## src/hw/rtl/sfb_pkg.sv

```systemverilog
// Shared types, constants and helpers for the shadow frame store flush block.
package sfb_pkg;

    localparam int ROWS        = 64;
    localparam int ROW_BYTES   = 16;
    localparam int STORE_DEPTH = 1024;
    localparam int ADDR_W      = $clog2(STORE_DEPTH);
    localparam int WORDS       = ROW_BYTES / 2;
    localparam int WCNT_W      = $clog2(WORDS + 1);
    localparam bit ODD_ROW     = (ROW_BYTES % 2) != 0;

    localparam logic [7:0] EXT_MODE          = 8'h04;
    localparam logic [7:0] DISP_ON           = 8'h02;
    localparam logic [7:0] LEFT_BIT          = 8'h80;
    localparam logic [7:0] ALL_ONES          = 8'hff;
    localparam logic [7:0] UPPER_HALF_OFFSET = 8'h08;

    localparam int CFG_AW = 4;
    localparam logic [1:0] CFG_FILL  = 2'd0;
    localparam logic [1:0] CFG_FSET  = 2'd1;
    localparam logic [1:0] CFG_GADDR = 2'd2;

    localparam logic [7:0] FILL_RESET  = 8'd0;
    localparam logic [7:0] FSET_RESET  = 8'd48;
    localparam logic [7:0] GADDR_RESET = 8'd128;

    typedef enum logic [2:0] {
        CMD_BYTE,
        CMD_PIXEL,
        CMD_HLINE,
        CMD_VLINE,
        CMD_CLEAR,
        CMD_FLUSH,
        CMD_FORCE,
        CMD_END
    } cmd_t;

    typedef enum logic [1:0] {
        KIND_CMD,
        KIND_ADDR,
        KIND_DATA
    } kind_t;

    typedef enum logic [1:0] {
        BU_PASS,
        BU_SET,
        BU_CLEAR
    } bu_op_t;

    typedef enum logic [4:0] {
        ST_INIT,
        ST_IDLE,
        ST_DISPATCH,
        ST_RMW_RD,
        ST_RMW_WR,
        ST_FILL,
        ST_SCAN_RD,
        ST_SCAN_CMP,
        ST_PICK,
        ST_EXT,
        ST_ADDR,
        ST_RD0,
        ST_RD1,
        ST_WR0,
        ST_DATA,
        ST_TAIL_RD,
        ST_TAIL_WR,
        ST_END
    } state_t;

    typedef struct packed {
        cmd_t       cmd;
        logic [5:0] row;
        logic [6:0] col;
        logic [3:0] bcol;
        logic [7:0] value;
        logic       light;
    } item_t;

    typedef struct packed {
        logic [7:0] fill;
        logic [7:0] fset;
        logic [7:0] gaddr;
    } cfg_t;

    typedef struct packed {
        logic              we;
        logic [ADDR_W-1:0] waddr;
        logic [7:0]        wdata;
        logic [ADDR_W-1:0] raddr;
    } ram_req_t;

    typedef struct packed {
        bu_op_t     op;
        logic [7:0] a;
        logic [7:0] b;
    } bu_req_t;

    typedef struct packed {
        logic [7:0] y;
        logic       diff;
    } bu_res_t;

    // Store address of byte b in row r.
    function automatic logic [ADDR_W-1:0] idx(input logic [5:0] r, input logic [3:0] b);
        int s;
        s = int'(r) * ROW_BYTES + int'(b);
        return ADDR_W'(s);
    endfunction

endpackage

```

## src/hw/rtl/sfb_byte_unit.sv

```systemverilog
// Shared byte unit: pass, set bits, clear bits, and inequality compare.
module sfb_byte_unit (
    input  sfb_pkg::bu_req_t req,
    output sfb_pkg::bu_res_t res
);
    import sfb_pkg::*;

    always_comb
    begin
        res.diff = req.a != req.b;
        case (req.op)
            BU_PASS:  res.y = req.b;
            BU_SET:   res.y = req.a | req.b;
            BU_CLEAR: res.y = req.a & ~req.b;
            default:  res.y = req.b;
        endcase
    end

endmodule

```

## src/hw/rtl/sfb_seq.sv

```systemverilog
// Command sequencer: drives both stores, the byte unit and the result register.
module sfb_seq (
    input  logic              clk,
    input  logic              rst_n,
    input  sfb_pkg::item_t    item,
    input  logic              item_valid,
    output logic              item_ready,
    input  sfb_pkg::cfg_t     cfg,
    output sfb_pkg::ram_req_t frame_req,
    output sfb_pkg::ram_req_t shadow_req,
    input  logic [7:0]        frame_rdata,
    input  logic [7:0]        shadow_rdata,
    output logic              out_valid,
    input  logic              out_ready,
    output sfb_pkg::kind_t    out_kind,
    output logic [7:0]        out_a,
    output logic [7:0]        out_b,
    output logic              out_last
);
    import sfb_pkg::*;

    state_t state_reg, state_next;
    item_t  item_reg, item_next;
    logic [5:0]        r_reg, r_next;
    logic [3:0]        j_reg, j_next;
    logic [WCNT_W-1:0] w_reg, w_next;
    logic [WORDS-1:0]  dirty_reg, dirty_next;
    logic [7:0]        d0_reg, d0_next;
    logic [7:0]        d1_reg, d1_next;
    logic              disp_off_reg, disp_off_next;
    logic              out_valid_reg, out_valid_next;
    kind_t             out_kind_reg, out_kind_next;
    logic [7:0]        out_a_reg, out_a_next;
    logic [7:0]        out_b_reg, out_b_next;
    logic              out_last_reg, out_last_next;

    bu_req_t bu_req;
    bu_res_t bu_res;

    logic             slot_free;
    logic             row_ok, col_ok, bcol_ok;
    logic [3:0]       col_byte;
    logic             row_last, byte_last, scan_last, word_last, words_done;
    logic [7:0]       mask;
    logic [WORDS-1:0] dirty_up;
    logic             cur_dirty, later_clean;
    logic             force_cmd;
    logic [7:0]       fill_byte;
    logic [3:0]       b0, b1;

    logic       emit;
    kind_t      emit_kind;
    logic [7:0] emit_a, emit_b;
    logic       emit_last;

    sfb_byte_unit u_bu (
        .req (bu_req),
        .res (bu_res)
    );

    assign slot_free   = !out_valid_reg || out_ready;
    assign row_ok      = int'(item_reg.row) < ROWS;
    assign col_byte    = item_reg.col[6:3];
    assign col_ok      = int'(col_byte) < ROW_BYTES;
    assign bcol_ok     = int'(item_reg.bcol) < ROW_BYTES;
    assign row_last    = r_reg == 6'(ROWS - 1);
    assign byte_last   = j_reg == 4'(ROW_BYTES - 1);
    assign scan_last   = j_reg == 4'(2 * WORDS - 1);
    assign word_last   = w_reg == WCNT_W'(WORDS - 1);
    assign words_done  = w_reg == WCNT_W'(WORDS);
    assign mask        = LEFT_BIT >> item_reg.col[2:0];
    assign dirty_up    = dirty_reg >> w_reg;
    assign cur_dirty   = dirty_up[0];
    assign later_clean = (dirty_up >> 1) == '0;
    assign force_cmd   = item_reg.cmd == CMD_FORCE;
    assign fill_byte   = (item_reg.cmd == CMD_CLEAR) ? cfg.fill
                       : (item_reg.light ? ALL_ONES : 8'h00);
    assign b0          = 4'(int'(w_reg) * 2);
    assign b1          = 4'(int'(w_reg) * 2 + 1);

    // Next state.
    always_comb
    begin
        state_next = state_reg;
        case (state_reg)
            ST_INIT:
            begin
                if (row_last && byte_last)
                begin
                    state_next = ST_IDLE;
                end
            end
            ST_IDLE:
            begin
                if (item_valid)
                begin
                    state_next = ST_DISPATCH;
                end
            end
            ST_DISPATCH:
            begin
                case (item_reg.cmd)
                    CMD_BYTE:  state_next = ST_IDLE;
                    CMD_PIXEL: state_next = (row_ok && col_ok) ? ST_RMW_RD : ST_IDLE;
                    CMD_HLINE: state_next = row_ok ? ST_FILL : ST_IDLE;
                    CMD_VLINE: state_next = col_ok ? ST_RMW_RD : ST_IDLE;
                    CMD_CLEAR: state_next = ST_FILL;
                    CMD_FLUSH: state_next = row_ok ? ST_SCAN_RD : ST_IDLE;
                    CMD_FORCE: state_next = row_ok ? ST_EXT : ST_IDLE;
                    CMD_END:   state_next = disp_off_reg ? ST_END : ST_IDLE;
                    default:   state_next = ST_IDLE;
                endcase
            end
            ST_RMW_RD:
            begin
                state_next = ST_RMW_WR;
            end
            ST_RMW_WR:
            begin
                if (item_reg.cmd == CMD_PIXEL || row_last)
                begin
                    state_next = ST_IDLE;
                end
                else
                begin
                    state_next = ST_RMW_RD;
                end
            end
            ST_FILL:
            begin
                if (byte_last && (item_reg.cmd == CMD_HLINE || row_last))
                begin
                    state_next = ST_IDLE;
                end
            end
            ST_SCAN_RD:
            begin
                state_next = ST_SCAN_CMP;
            end
            ST_SCAN_CMP:
            begin
                state_next = scan_last ? ST_PICK : ST_SCAN_RD;
            end
            ST_PICK:
            begin
                if (words_done)
                begin
                    state_next = ST_IDLE;
                end
                else if (cur_dirty)
                begin
                    state_next = ST_EXT;
                end
            end
            ST_EXT:
            begin
                if (disp_off_reg || slot_free)
                begin
                    state_next = ST_ADDR;
                end
            end
            ST_ADDR:
            begin
                if (slot_free)
                begin
                    state_next = ST_RD0;
                end
            end
            ST_RD0:
            begin
                state_next = ST_RD1;
            end
            ST_RD1:
            begin
                state_next = ST_WR0;
            end
            ST_WR0:
            begin
                state_next = ST_DATA;
            end
            ST_DATA:
            begin
                if (slot_free)
                begin
                    if (!force_cmd)
                    begin
                        state_next = ST_PICK;
                    end
                    else if (!word_last)
                    begin
                        state_next = ST_RD0;
                    end
                    else
                    begin
                        state_next = ODD_ROW ? ST_TAIL_RD : ST_IDLE;
                    end
                end
            end
            ST_TAIL_RD:
            begin
                state_next = ST_TAIL_WR;
            end
            ST_TAIL_WR:
            begin
                state_next = ST_IDLE;
            end
            ST_END:
            begin
                if (slot_free)
                begin
                    state_next = ST_IDLE;
                end
            end
            default:
            begin
                state_next = ST_IDLE;
            end
        endcase
    end

    // Store accesses, byte unit operands and emitted results.
    always_comb
    begin
        item_ready       = state_reg == ST_IDLE;
        frame_req        = '0;
        shadow_req       = '0;
        bu_req.op        = BU_PASS;
        bu_req.a         = frame_rdata;
        bu_req.b         = 8'h00;
        emit             = 1'b0;
        emit_kind        = KIND_CMD;
        emit_a           = 8'h00;
        emit_b           = 8'h00;
        emit_last        = 1'b0;
        frame_req.wdata  = bu_res.y;
        case (state_reg)
            ST_INIT:
            begin
                frame_req.we     = 1'b1;
                frame_req.waddr  = idx(r_reg, j_reg);
                shadow_req.we    = 1'b1;
                shadow_req.waddr = idx(r_reg, j_reg);
                shadow_req.wdata = 8'h00;
            end
            ST_DISPATCH:
            begin
                bu_req.b        = item_reg.value;
                frame_req.we    = (item_reg.cmd == CMD_BYTE) && row_ok && bcol_ok;
                frame_req.waddr = idx(item_reg.row, item_reg.bcol);
            end
            ST_RMW_RD:
            begin
                frame_req.raddr = idx(r_reg, col_byte);
            end
            ST_RMW_WR:
            begin
                bu_req.op       = item_reg.light ? BU_SET : BU_CLEAR;
                bu_req.b        = mask;
                frame_req.we    = 1'b1;
                frame_req.waddr = idx(r_reg, col_byte);
            end
            ST_FILL:
            begin
                bu_req.b        = fill_byte;
                frame_req.we    = 1'b1;
                frame_req.waddr = idx(r_reg, j_reg);
            end
            ST_SCAN_RD:
            begin
                frame_req.raddr  = idx(item_reg.row, j_reg);
                shadow_req.raddr = idx(item_reg.row, j_reg);
            end
            ST_SCAN_CMP:
            begin
                bu_req.b = shadow_rdata;
            end
            ST_EXT:
            begin
                emit   = !disp_off_reg && slot_free;
                emit_a = cfg.fset | EXT_MODE;
            end
            ST_ADDR:
            begin
                emit      = slot_free;
                emit_kind = KIND_ADDR;
                emit_a    = cfg.gaddr | {3'b000, item_reg.row[4:0]};
                // Rows 32 to 63 sit eight words further right.
                emit_b    = cfg.gaddr | (8'(w_reg)
                          + (item_reg.row[5] ? UPPER_HALF_OFFSET : 8'h00));
            end
            ST_RD0:
            begin
                frame_req.raddr = idx(item_reg.row, b0);
            end
            ST_RD1:
            begin
                frame_req.raddr = idx(item_reg.row, b1);
            end
            ST_WR0:
            begin
                shadow_req.we    = 1'b1;
                shadow_req.waddr = idx(item_reg.row, b0);
                shadow_req.wdata = d0_reg;
            end
            ST_DATA:
            begin
                shadow_req.we    = 1'b1;
                shadow_req.waddr = idx(item_reg.row, b1);
                shadow_req.wdata = d1_reg;
                emit             = slot_free;
                emit_kind        = KIND_DATA;
                emit_a           = d0_reg;
                emit_b           = d1_reg;
                emit_last        = force_cmd ? word_last : later_clean;
            end
            ST_TAIL_RD:
            begin
                frame_req.raddr = idx(item_reg.row, 4'(ROW_BYTES - 1));
            end
            ST_TAIL_WR:
            begin
                shadow_req.we    = 1'b1;
                shadow_req.waddr = idx(item_reg.row, 4'(ROW_BYTES - 1));
                shadow_req.wdata = frame_rdata;
            end
            ST_END:
            begin
                emit      = slot_free;
                emit_a    = cfg.fset | EXT_MODE | DISP_ON;
                emit_last = 1'b1;
            end
            default:
            begin
                emit = 1'b0;
            end
        endcase
    end

    // Counters, latched bytes, display flag and the result register.
    always_comb
    begin
        item_next      = item_reg;
        r_next         = r_reg;
        j_next         = j_reg;
        w_next         = w_reg;
        dirty_next     = dirty_reg;
        d0_next        = d0_reg;
        d1_next        = d1_reg;
        disp_off_next  = disp_off_reg;
        out_valid_next = out_valid_reg;
        out_kind_next  = out_kind_reg;
        out_a_next     = out_a_reg;
        out_b_next     = out_b_reg;
        out_last_next  = out_last_reg;
        case (state_reg)
            ST_INIT, ST_FILL:
            begin
                j_next = byte_last ? 4'd0 : j_reg + 4'd1;
                if (byte_last)
                begin
                    r_next = r_reg + 6'd1;
                end
            end
            ST_IDLE:
            begin
                if (item_valid)
                begin
                    item_next = item;
                end
            end
            ST_DISPATCH:
            begin
                r_next     = (item_reg.cmd == CMD_PIXEL || item_reg.cmd == CMD_HLINE)
                           ? item_reg.row : 6'd0;
                j_next     = 4'd0;
                w_next     = '0;
                dirty_next = '0;
            end
            ST_RMW_WR:
            begin
                r_next = r_reg + 6'd1;
            end
            ST_SCAN_CMP:
            begin
                if (bu_res.diff)
                begin
                    dirty_next = dirty_reg | (WORDS'(1) << j_reg[3:1]);
                end
                j_next = j_reg + 4'd1;
            end
            ST_PICK:
            begin
                if (!words_done && !cur_dirty)
                begin
                    w_next = w_reg + WCNT_W'(1);
                end
            end
            ST_EXT:
            begin
                if (emit)
                begin
                    disp_off_next = 1'b1;
                end
            end
            ST_RD1:
            begin
                d0_next = frame_rdata;
            end
            ST_WR0:
            begin
                d1_next = frame_rdata;
            end
            ST_DATA:
            begin
                if (slot_free)
                begin
                    w_next = w_reg + WCNT_W'(1);
                end
            end
            ST_END:
            begin
                if (slot_free)
                begin
                    disp_off_next = 1'b0;
                end
            end
            default:
            begin
                r_next = r_reg;
            end
        endcase

        if (emit)
        begin
            out_valid_next = 1'b1;
            out_kind_next  = emit_kind;
            out_a_next     = emit_a;
            out_b_next     = emit_b;
            out_last_next  = emit_last;
        end
        else if (out_ready)
        begin
            out_valid_next = 1'b0;
        end
    end

    always_ff @(posedge clk or negedge rst_n)
    begin
        if (!rst_n)
        begin
            state_reg     <= ST_INIT;
            r_reg         <= '0;
            j_reg         <= '0;
            w_reg         <= '0;
            dirty_reg     <= '0;
            disp_off_reg  <= 1'b0;
            out_valid_reg <= 1'b0;
        end
        else
        begin
            state_reg     <= state_next;
            r_reg         <= r_next;
            j_reg         <= j_next;
            w_reg         <= w_next;
            dirty_reg     <= dirty_next;
            disp_off_reg  <= disp_off_next;
            out_valid_reg <= out_valid_next;
        end
    end

    always_ff @(posedge clk)
    begin
        item_reg     <= item_next;
        d0_reg       <= d0_next;
        d1_reg       <= d1_next;
        out_kind_reg <= out_kind_next;
        out_a_reg    <= out_a_next;
        out_b_reg    <= out_b_next;
        out_last_reg <= out_last_next;
    end

    assign out_valid = out_valid_reg;
    assign out_kind  = out_kind_reg;
    assign out_a     = out_a_reg;
    assign out_b     = out_b_reg;
    assign out_last  = out_last_reg;

endmodule

```

## config.mk

```make
export PLATFORM = sky130hd
export DESIGN_NAME = sfb_seq
export DESIGN_NICKNAME = d
export VERILOG_FILES = /design/src/hw/rtl/sfb_pkg.sv /design/src/hw/rtl/sfb_byte_unit.sv /design/src/hw/rtl/sfb_seq.sv
export SDC_FILE = /design/constraint.sdc
export NUM_CORES = 1
export LEC_CHECK = 0
export BUFFER_PORTS_ARGS = -buffer_cell sky130_fd_sc_hd__buf_2
export CAP_MARGIN = 40
export CORE_MARGIN = 10
export CORE_UTILIZATION = 25
export CTS_CLUSTER_SIZE = 25
export DETAILED_ROUTE_END_ITERATION = 6
export PLACE_DENSITY = 0.48
export SYNTH_ARGS = -nofsm -noshare
export SYNTH_HDL_FRONTEND = slang
export SYNTH_HIERARCHICAL = 1
export SYNTH_SLANG_ARGS = --single-unit
```

## constraint.sdc

```tcl
create_clock -name clk -period 3.25 [get_ports clk]
set_input_delay 0.1625 -clock clk [delete_from_list [all_inputs] [get_ports clk]]
set_output_delay 0.1625 -clock clk [all_outputs]
set_load 0.1 [all_outputs]
```

==> impl_metrics.env, run 1 <==
export IMPL_netlist_instances=593
export IMPL_hold_viol=0
export IMPL_setup_tns_ps=0
export IMPL_wl_mm=20.8
export IMPL_hpwl_mm=16.1
export IMPL_min_path_type="input pin to flip-flop"
export IMPL_end_kind="flip-flop"
export IMPL_synth_top_area_share=0.334
export IMPL_grt_total_usage=0.143
export IMPL_synth_edf_count=64
export IMPL_yosysSeqAreaShare=0.460
export IMPL_clkPwrFrac=0.136
export IMPL_grt_pass1_wl_mm=32.4
export IMPL_n_antenna_cell=0
export IMPL_yosysUniqueCellTypes=68
export IMPL_wl_per_cell_um=19.5
export IMPL_p_seq_frac=0.210
export IMPL_p_int_mw=3.94
export IMPL_cap_violations=0
export IMPL_slew_headroom=0.491
export IMPL_place_area_mm2=0.00726
export IMPL_ff_latch_area_mm2=0.00265
export IMPL_synthToLayoutAreaGrowth_pct=37.3
export IMPL_fin_skew_ps=10.5
export IMPL_path_max_fanout=9
export IMPL_p_sw_mw=5.03
export IMPL_worst_pin_slew_ps=760
export IMPL_synth_nets=689
export IMPL_crit_type="flip-flop to flip-flop"
export IMPL_clk_insertion_delay_late_ps=350
export IMPL_power_density_mw_per_mm2=1140
export IMPL_h_tree_depth=3
export IMPL_ys_flop_type="edfxtp_1"
export IMPL_drt_pass1_iterations=5
export IMPL_async_reset_ff_frac=0.312
export IMPL_p_sw_frac=0.561
export IMPL_pwr_share_comb=0.653
export IMPL_grt_use_met2=0.216
export IMPL_clkSlewWorstSetupHoldPaths_ps=80
export IMPL_final_cell_area_mm2=0.00790
export IMPL_ys_ff_latch=93
export IMPL_start_util=0.254
export IMPL_cts_buffer_depth=2
export IMPL_setup_viol=0
export IMPL_peakVddDrop_mv=0.844
export IMPL_cts_root_buf="clkbuf_16"
export IMPL_required_ps=3470
export IMPL_syn_avg_cell_area_um2=9.70
export IMPL_grt_antenna_before_repair=1
export IMPL_gr_max_usage_layer="met2"
export IMPL_ios=152
export IMPL_worstSetupStartpointType="flip-flop"
export IMPL_grt_use_met3=0.0342
export IMPL_cp_data_arrival_time_ps=3250
export IMPL_final_max_slew_viol_count=0
export IMPL_largest_register_ffs=25
export IMPL_grt_pass1_vias=5468
export IMPL_yosysMostFrequentCell="edfxtp_1"
export IMPL_drtAntennaViolNets=0
export IMPL_cts_inserted_buffers=9
export IMPL_grt_max_degree=33
export IMPL_n_fill_cell=2301
export IMPL_fp_dieH_um=172
export IMPL_synth_area_mm2=0.00575
export IMPL_fp_dieW_um=172
export IMPL_placement_io_buffers=150
export IMPL_use_met1=0.197
export IMPL_ys_top_cells_by_count="edfxtp_1, nand2_1, inv_1, nor2_1"
export IMPL_multi_input_comb_area_mm2=0.00283
export IMPL_routabilityCongestion=0.857
export IMPL_synthTopCellsByArea="edfxtp_1, dfrtp_1, ha_1"
export IMPL_cts_sinks=93
export IMPL_p_leak_nw=3.46
export IMPL_drc=0
export IMPL_fmax_mhz=330
export IMPL_core_mm2=0.0226
export IMPL_overflow=0
export IMPL_cts_tree="done"
export IMPL_rsz0062_at_grt="no"
export IMPL_drt_iter0_drc=506
export IMPL_finalCritPeriodShare=0.931
export IMPL_die_area_mm2=0.0295
export IMPL_final_nets=875
export IMPL_final_min_clock_period_ps=3030
export IMPL_synth_top_area_cell="edfxtp_1"
export IMPL_final_layout_size_suffix_gt1_frac=0.292
export IMPL_core_rowCount=55
export IMPL_outcome="completed"
export IMPL_vias=5359
export IMPL_vias_per_cell=5.01
export IMPL_yosys_warnings=6
## critical path, cell delays in order (launching register included)
cell	delay, ps
dfrtp_1	480
or3b_1	440
nor2_2	110
buf_4	160
a22o_1	150
a311o_1	150
inv_1	80
ha_1	290
nor4_1	350
nand2_1	190
and3_1	260
a31oi_1	170
nor2_1	50
## power groups by stage
stage / combinational [mW] / sequential, mW / clock, mW
2_1_floorplan: 4.23 / 1.94 / 0
3_3_place_gp: 5.84 / 1.91 / 0
3_5_place_dp: 5.85 / 1.91 / 0
4_1_cts: 5.89 / 1.88 / 1.25
5_1_grt: 6.20 / 1.94 / 1.32
6_report: 5.86 / 1.89 / 1.22
## cell usage in the layout (no fill, tap or decap), types with 6 or more instances in the layout
| master | synthesis | layout |
|---|---|---|
| a21oi_1 | 29 | 29 |
| a222oi_1 | 15 | 15 |
| a22o_1 | 27 | 27 |
| a31oi_1 | 16 | 8 |
| a31oi_2 | 0 | 7 |
| and3_1 | 16 | 16 |
| buf_12 | 0 | 16 |
| buf_2 | 6 | 134 |
| buf_4 | 0 | 36 |
| clkbuf_16 | 0 | 9 |
| dfrtp_1 | 29 | 28 |
| dlygate4sd3_1 | 0 | 30 |
| edfxtp_1 | 64 | 64 |
| ha_1 | 23 | 23 |
| inv_1 | 44 | 44 |
| nand2_1 | 54 | 54 |
| nand2b_1 | 15 | 15 |
| nand3_1 | 20 | 20 |
| nor2_1 | 38 | 35 |
| nor2b_1 | 21 | 20 |
| nor3_1 | 9 | 8 |
| o21ai_0 | 29 | 29 |
| or3_1 | 6 | 6 |
## cell families (layout without fill, tap and decap cells)
| kind of cell | after synthesis | in the layout | synth area share |
|---|---|---|---|
| simple gates | 211 | 211 | 0.188 |
| compound gates | 168 | 168 | 0.218 |
| flops | 93 | 93 | 0.460 |
| buf+inv | 86 | 277 | 0.0615 |
| fa+ha+maj | 23 | 23 | 0.0500 |
| mux | 8 | 8 | 0.0159 |
| xor+xnor | 4 | 4 | 0.00609 |
## per-stage QoR
stage               hold WS [ps]  utilization  worst slack (ps)  power (mW)  instances
floorplan                   -133            -              31.1        6.17        593
global placement             265        0.321               271        7.75       1023
detailed placement           269        0.321               262        7.75       1023
CTS                         37.0        0.349               211        9.03       1069
global route                31.4        0.349              10.0        9.46       1069
finish                      50.3        0.349               224        8.97       1069
## what timing repair did
| item | CTS | global route |
|---|---|---|
| endpoints found under the hold margin | 58 | 0 |
| hold buffers | 30 | 0 |
| setup buffers | 0 | 0 |
| setup endpoints to repair | 0 | 5 |
| resized for setup | 0 | 2 |
## area by class of cell
cell class,count,area share
Inverter,45,0.0214
Clock buffer,9,0.0285
Clock inverter,7,0.0143
Tap cell,285,0.0451
Sequential cell,93,0.335
Multi-Input combinational cell,414,0.358
Timing Repair Buffer,216,0.198
## final timing paths
path	to	slack [ps]	startpoint	cells past startpoint
setup / recovery	dirty_reg[3]$_DFFE_PN0P_	220	state_reg[4]$_DFFE_PN0P_	12
hold / removal	d0_reg[5]$_DFFE_PN_	50	frame_rdata[5]	1
setup reg to reg	dirty_reg[3]$_DFFE_PN0P_	220	state_reg[4]$_DFFE_PN0P_	12
hold reg to reg	dirty_reg[1]$_DFFE_PN0P_	500	dirty_reg[1]$_DFFE_PN0P_	2
max in group asynchronous	state_reg[0]$_DFFE_PN0P_	2320	rst_n	2
min in group asynchronous	r_reg[0]$_DFFE_PN0P_	410	rst_n	2
## metal layers
layer	routed length, um	part of all wire	vias up
met2	9450	0.45	190
met5	0	0	-
li1	-	-	2582
met1	9560	0.46	2563
met3	1480	0.071	24
met4	338	0.016	0
Power figures use the tool's default switching activity.
==> run 2: changes to the inputs <==
- CORE_MARGIN: 10 -> 2
- PLACE_DENSITY: 0.48 -> not set
- PLACE_DENSITY_LB_ADDON: not set -> 0.1
==> impl_metrics.env, run 2 (synthesized netlist as in run 1, its figures left out) <==
export IMPL_wl_mm=20.4
export IMPL_core_mm2=0.0226
export IMPL_finalCritPeriodShare=0.925
export IMPL_p_int_mw=3.87
export IMPL_crit_type="flip-flop to flip-flop"
export IMPL_clk_insertion_delay_late_ps=360
export IMPL_cts_hold_buf=29
export IMPL_placement_io_buffers=150
export IMPL_p_sw_mw=5.03
export IMPL_rsz0062_at_grt="no"
export IMPL_setup_tns_ps=0
export IMPL_cts_resized=0
export IMPL_setup_viol=0
export IMPL_final_nets=876
export IMPL_cap_violations=0
export IMPL_hpwl_mm=15.4
export IMPL_min_path_type="input pin to flip-flop"
export IMPL_top_layer="met4"
export IMPL_worst_pin_slew_ps=745
export IMPL_drt_pass1_iterations=5
export IMPL_largest_register_ffs=25
export IMPL_min_path_cells=1
export IMPL_routabilityCongestion=0.849
export IMPL_core_rowCount=55
export IMPL_stdcell_count=1071
export IMPL_dp_slack_ps=215
export IMPL_cts_sinks=93
export IMPL_outcome="completed"
export IMPL_setup_ws_ps=245
export IMPL_cts_inserted_buffers=9
export IMPL_dp_cells=1024
export IMPL_required_ps=3480
export IMPL_peakVddDrop_mv=0.777
export IMPL_post_cts_buffers=0
export IMPL_final_layout_size_suffix_gt1_frac=0.290
export IMPL_worstRegToRegCells=11
export IMPL_die_area_mm2=0.0242
export IMPL_drc=0
export IMPL_fin_skew_ps=9.96
export IMPL_min_delay_start="frame_rdata[7]"
export IMPL_cp_data_arrival_time_ps=3240
export IMPL_wl_per_cell_um=19.0
export IMPL_fp_dieW_um=156
export IMPL_pwr_share_comb=0.665
export IMPL_power_density_mw_per_mm2=1130
export IMPL_fin_util=0.348
export IMPL_drt_iter0_drc=388
export IMPL_clkPwrFrac=0.125
export IMPL_hold_end="d1_reg[7]$_DFFE_PN_"
export IMPL_path_max_fanout=10
export IMPL_p_sw_frac=0.565
export IMPL_n_fill_cell=2327
export IMPL_vias_per_cell=5.02
export IMPL_ff2ff_setup_slack_ps=240
export IMPL_ff_latch_area_mm2=0.00265
export IMPL_synthToLayoutAreaGrowth_pct=37.1
export IMPL_hold_viol=0
export IMPL_multi_input_comb_area_mm2=0.00282
export IMPL_final_cell_mix="buf_2, edfxtp_1, nand2_1"
export IMPL_grt_antenna_before_repair=3
export IMPL_cts_buffer_depth=2
export IMPL_vias=5378
export IMPL_drtAntennaViolNets=0
export IMPL_cts_root_buf="clkbuf_16"
export IMPL_final_max_slew_viol_count=0
export IMPL_grt_total_usage=0.169
export IMPL_worstSetupStartpointType="flip-flop"
export IMPL_cts_tree="done"
export IMPL_p_leak_nw=3.45
export IMPL_h_tree_depth=3
export IMPL_r2r_start="state_reg[2]$_DFFE_PN0P_"
export IMPL_grt_pass1_vias=5326
export IMPL_ios=152
export IMPL_grt_pass1_wl_mm=31.1
export IMPL_overflow=0
export IMPL_slew_headroom=0.503
export IMPL_clkSlewWorstSetupHoldPaths_ps=70
export IMPL_grt_max_degree=32
export IMPL_met2WireLength_mm=9.09
export IMPL_fmax_mhz=333
export IMPL_worstReg2RegEnd="dirty_reg[3]$_DFFE_PN0P_"
export IMPL_fp_dieH_um=156
export IMPL_start_util=0.254
export IMPL_p_seq_frac=0.209
export IMPL_wl_met1_mm=9.89
export IMPL_final_common_cell="buf_2"
export IMPL_final_min_clock_period_ps=3010
export IMPL_end_kind="flip-flop"
export IMPL_dr_wl_met3_mm=1.08
[run 2: through the flow]
stage / power, mW / hold WS [ps] / cell area (um^2)
2_1_floorplan: 6.17 / -133 / 5820
3_3_place_gp: 7.77 / 275 / 7280
3_5_place_dp: 7.78 / 283 / 7280
4_1_cts: 8.97 / 3.41 / 7880
5_1_grt: 9.37 / 50.3 / 7890
6_report: 8.90 / 53.1 / 7890
[run 2: power by group through the flow]
stage	logic, mW	clock network (mW)	registers [mW]
floorplan	4.23	0	1.94
global placement	5.90	0	1.87
detailed placement	5.90	0	1.88
CTS	5.96	1.16	1.86
global route	6.27	1.20	1.90
finish	5.92	1.12	1.86
[run 2: critical path, cell delays in order (launching register included)]
cell and delay, ps:
dfrtp_1 520, nor2b_1 360, nand2_1 120, nor2_1 240, a311o_1 270, inv_1 80, ha_1 290, nor4_1 330
nand2_1 180, and3_1 250, a31oi_1 180, nor2_1 50
[run 2: layout make-up]
class,count,area share
antenna,1,0.000317
clock buffer,9,0.0286
clock inverter,7,0.0103
inverter,45,0.0214
multi-input combinational,414,0.358
sequential,93,0.336
tap,285,0.0452
timing repair buffer,217,0.201
[run 2: worst max-delay path by stage]
| stage | start | to | depth (start not counted) |
|---|---|---|---|
| finish | state_reg[2]$_DFFE_PN0P_ | dirty_reg[3]$_DFFE_PN0P_ | 11 |
| global route | state_reg[2]$_DFFE_PN0P_ | dirty_reg[3]$_DFFE_PN0P_ | 11 |
| CTS | state_reg[2]$_DFFE_PN0P_ | dirty_reg[3]$_DFFE_PN0P_ | 11 |
| detailed placement | state_reg[2]$_DFFE_PN0P_ | dirty_reg[3]$_DFFE_PN0P_ | 11 |
| global placement | state_reg[2]$_DFFE_PN0P_ | dirty_reg[3]$_DFFE_PN0P_ | 11 |
| floorplan | state_reg[0]$_DFFE_PN0P_ | frame_req[3] | 6 |
[run 2: layer usage]
layer | track usage | vias up
met5 | 0 | -
met4 | 0.0446 | 0
met3 | 0.0278 | 17
met2 | 0.260 | 198
met1 | 0.245 | 2574
li1 | - | 2589
==> run 3: changes to the inputs <==
--- a/config.mk
+++ b/config.mk
@@ -13,3 +13,3 @@
 export DETAILED_ROUTE_END_ITERATION = 6
-export PLACE_DENSITY_LB_ADDON = 0.1
+export PLACE_DENSITY_LB_ADDON = 0.2
 export SYNTH_ARGS = -nofsm -noshare
--- a/constraint.sdc
+++ b/constraint.sdc
@@ -3,2 +3,2 @@
 set_output_delay 0.1625 -clock clk [all_outputs]
-set_load 0.1 [all_outputs]
+set_load 0.02 [all_outputs]
==> impl_metrics.env, run 3 (synthesized netlist as in run 1, its figures left out) <==
export IMPL_fin_skew_ps=10.0
export IMPL_grt_pass1_wl_mm=30.2
export IMPL_drt_iter0_drc=433
export IMPL_critical_path_buf_inv_count=4
export IMPL_fp_dieH_um=156
export IMPL_fp_dieW_um=156
export IMPL_crit_type="flip-flop to flip-flop"
export IMPL_clkSlewWorstSetupHoldPaths_ps=80
export IMPL_largest_register_ffs=25
export IMPL_finalCritPeriodShare=0.926
export IMPL_synthToLayoutAreaGrowth_pct=32.9
export IMPL_final_layout_size_suffix_gt1_frac=0.285
export IMPL_fmax_mhz=332
export IMPL_end_kind="flip-flop"
export IMPL_worst_pin_slew_ps=775
export IMPL_core_mm2=0.0226
export IMPL_p_sw_frac=0.458
export IMPL_cp_slowest_cell="dfrtp_1"
export IMPL_total_power_mw=6.51
export IMPL_wl_per_cell_um=18.4
export IMPL_final_min_clock_period_ps=3010
export IMPL_routabilityCongestion=0.865
export IMPL_clk_insertion_delay_late_ps=360
export IMPL_final_nets=883
export IMPL_grt_total_usage=0.164
export IMPL_final_max_slew_viol_count=0
export IMPL_slowest_delay_ps=420
export IMPL_die_area_mm2=0.0242
export IMPL_dp_slack_ps=207
export IMPL_post_cts_buffers=0
export IMPL_cts_sinks=93
export IMPL_crit_family="simple AND/OR/NAND/NOR gates"
export IMPL_crit_chain="buf_12 -> nand3b_1 -> nor2_1 -> buf_12 -> buf_4 -> a22o_1 -> or3_1 -> inv_1 -> ha_1 -> nor4_1 -> nand2_1 -> and3_1 -> a31oi_1 -> nor2_1"
export IMPL_setup_tns_ps=0
export IMPL_placement_io_buffers=150
export IMPL_path_max_fanout=18
export IMPL_grt_max_degree=32
export IMPL_worstSetupStartpointType="flip-flop"
export IMPL_core_rowCount=55
export IMPL_drt_pass1_iterations=5
export IMPL_min_path_type="input pin to flip-flop"
export IMPL_h_tree_depth=3
export IMPL_wl_mm=19.9
export IMPL_p_int_mw=3.53
export IMPL_hpwl_mm=14.9
export IMPL_peakVddDrop_mv=0.319
export IMPL_cts_tree="done"
export IMPL_drtAntennaViolNets=0
export IMPL_final_cell_mix="buf_2, edfxtp_1, nand2_1"
export IMPL_setup_ws_ps=242
export IMPL_cts_root_buf="clkbuf_16"
export IMPL_rsz0062_at_grt="no"
export IMPL_power_density_mw_per_mm2=852
export IMPL_ios=152
export IMPL_vias_per_cell=4.98
export IMPL_pwr_share_comb=0.541
export IMPL_p_sw_mw=2.98
export IMPL_overflow=0
export IMPL_fin_util=0.338
export IMPL_cts_buffer_depth=2
export IMPL_setup_viol=0
export IMPL_grt_pass1_vias=5269
export IMPL_vias=5382
export IMPL_cp_data_arrival_time_ps=3240
export IMPL_cts_inserted_buffers=9
export IMPL_final_common_cell="buf_2"
export IMPL_p_seq_frac=0.291
export IMPL_hold_viol=0
export IMPL_grt_antenna_before_repair=3
export IMPL_cap_violations=0
export IMPL_p_leak_nw=3.43
export IMPL_required_ps=3480
export IMPL_start_util=0.254
export IMPL_clkPwrFrac=0.167
export IMPL_drc=0
export IMPL_slew_headroom=0.483
export IMPL_outcome="completed"
==> run 3: final timing paths <==
kind                                          start                  endpoint  slack (ps)  cells past startpoint
max reg2reg                state_reg[1]$_DFFE_PN0P_  dirty_reg[3]$_DFFE_PN0P_         240                     14
min in group asynchronous                     rst_n      r_reg[0]$_DFFE_PN0P_         420                      2
max                        state_reg[1]$_DFFE_PN0P_  dirty_reg[3]$_DFFE_PN0P_         240                     14
min reg2reg                dirty_reg[1]$_DFFE_PN0P_  dirty_reg[1]$_DFFE_PN0P_         500                      2
min                                  frame_rdata[3]       d1_reg[3]$_DFFE_PN_          50                      1
max in group asynchronous                     rst_n  dirty_reg[3]$_DFFE_PN0P_        2340                      2
==> run 3: worst reg2reg max path, cell delays in order, from the launching register on <==
cell      delay (ps)
dfrtp_1          420
buf_12           170
nand3b_1         130
nor2_1           110
buf_12           150
buf_4            140
a22o_1           180
or3_1            350
inv_1            100
ha_1             230
nor4_1           270
nand2_1          150
and3_1           260
a31oi_1          170
nor2_1            50
==> run 3: layout make-up <==
| cell class | instances | area, um^2 |
|---|---|---|
| diodes | 3 | 7.51 |
| clock buffers | 9 | 225 |
| clock inverters | 7 | 70.1 |
| fillers | 2379 | 15000 |
| inverters | 45 | 169 |
| multi-input cells | 414 | 2770 |
| flip-flops and latches | 93 | 2650 |
| well taps | 285 | 357 |
| repair buffers | 224 | 1410 |
==> run 3: what timing repair did <==
| action | 4_1_cts | 5_1_grt |
|---|---|---|
| endpoints found under the hold margin | 58 | 0 |
| endpoints found under the setup margin | 0 | 7 |
| hold buffers | 30 | 0 |
| gates resized for setup | 0 | 1 |
==> run 3: per-stage QoR <==
step	hold slack, ps	area, um^2	std cells
finish	45.4	7650	1080
global placement	280	7040	1031
detailed placement	284	7040	1031
CTS	34.0	7630	1077
floorplan	-133	5750	593
global route	43.5	7640	1078
==> run 3: power groups by stage <==
stage                     clock network, mW  logic, mW  registers, mW
after floorplan                           0       2.37           1.75
after global placement                    0       3.49           1.92
after detailed placement                  0       3.48           1.92
after CTS                              1.11       3.53           1.89
after global routing                   1.17       3.86           1.94
final                                  1.09       3.53           1.90
==> run 3: layer usage <==
layer,vias up,global-route usage,part of all wire
li1,2613,-,-
met1,2537,0.218,0.45
met2,188,0.260,0.46
met3,40,0.0389,0.065
met4,4,0.0585,0.026
met5,-,0,0.0010
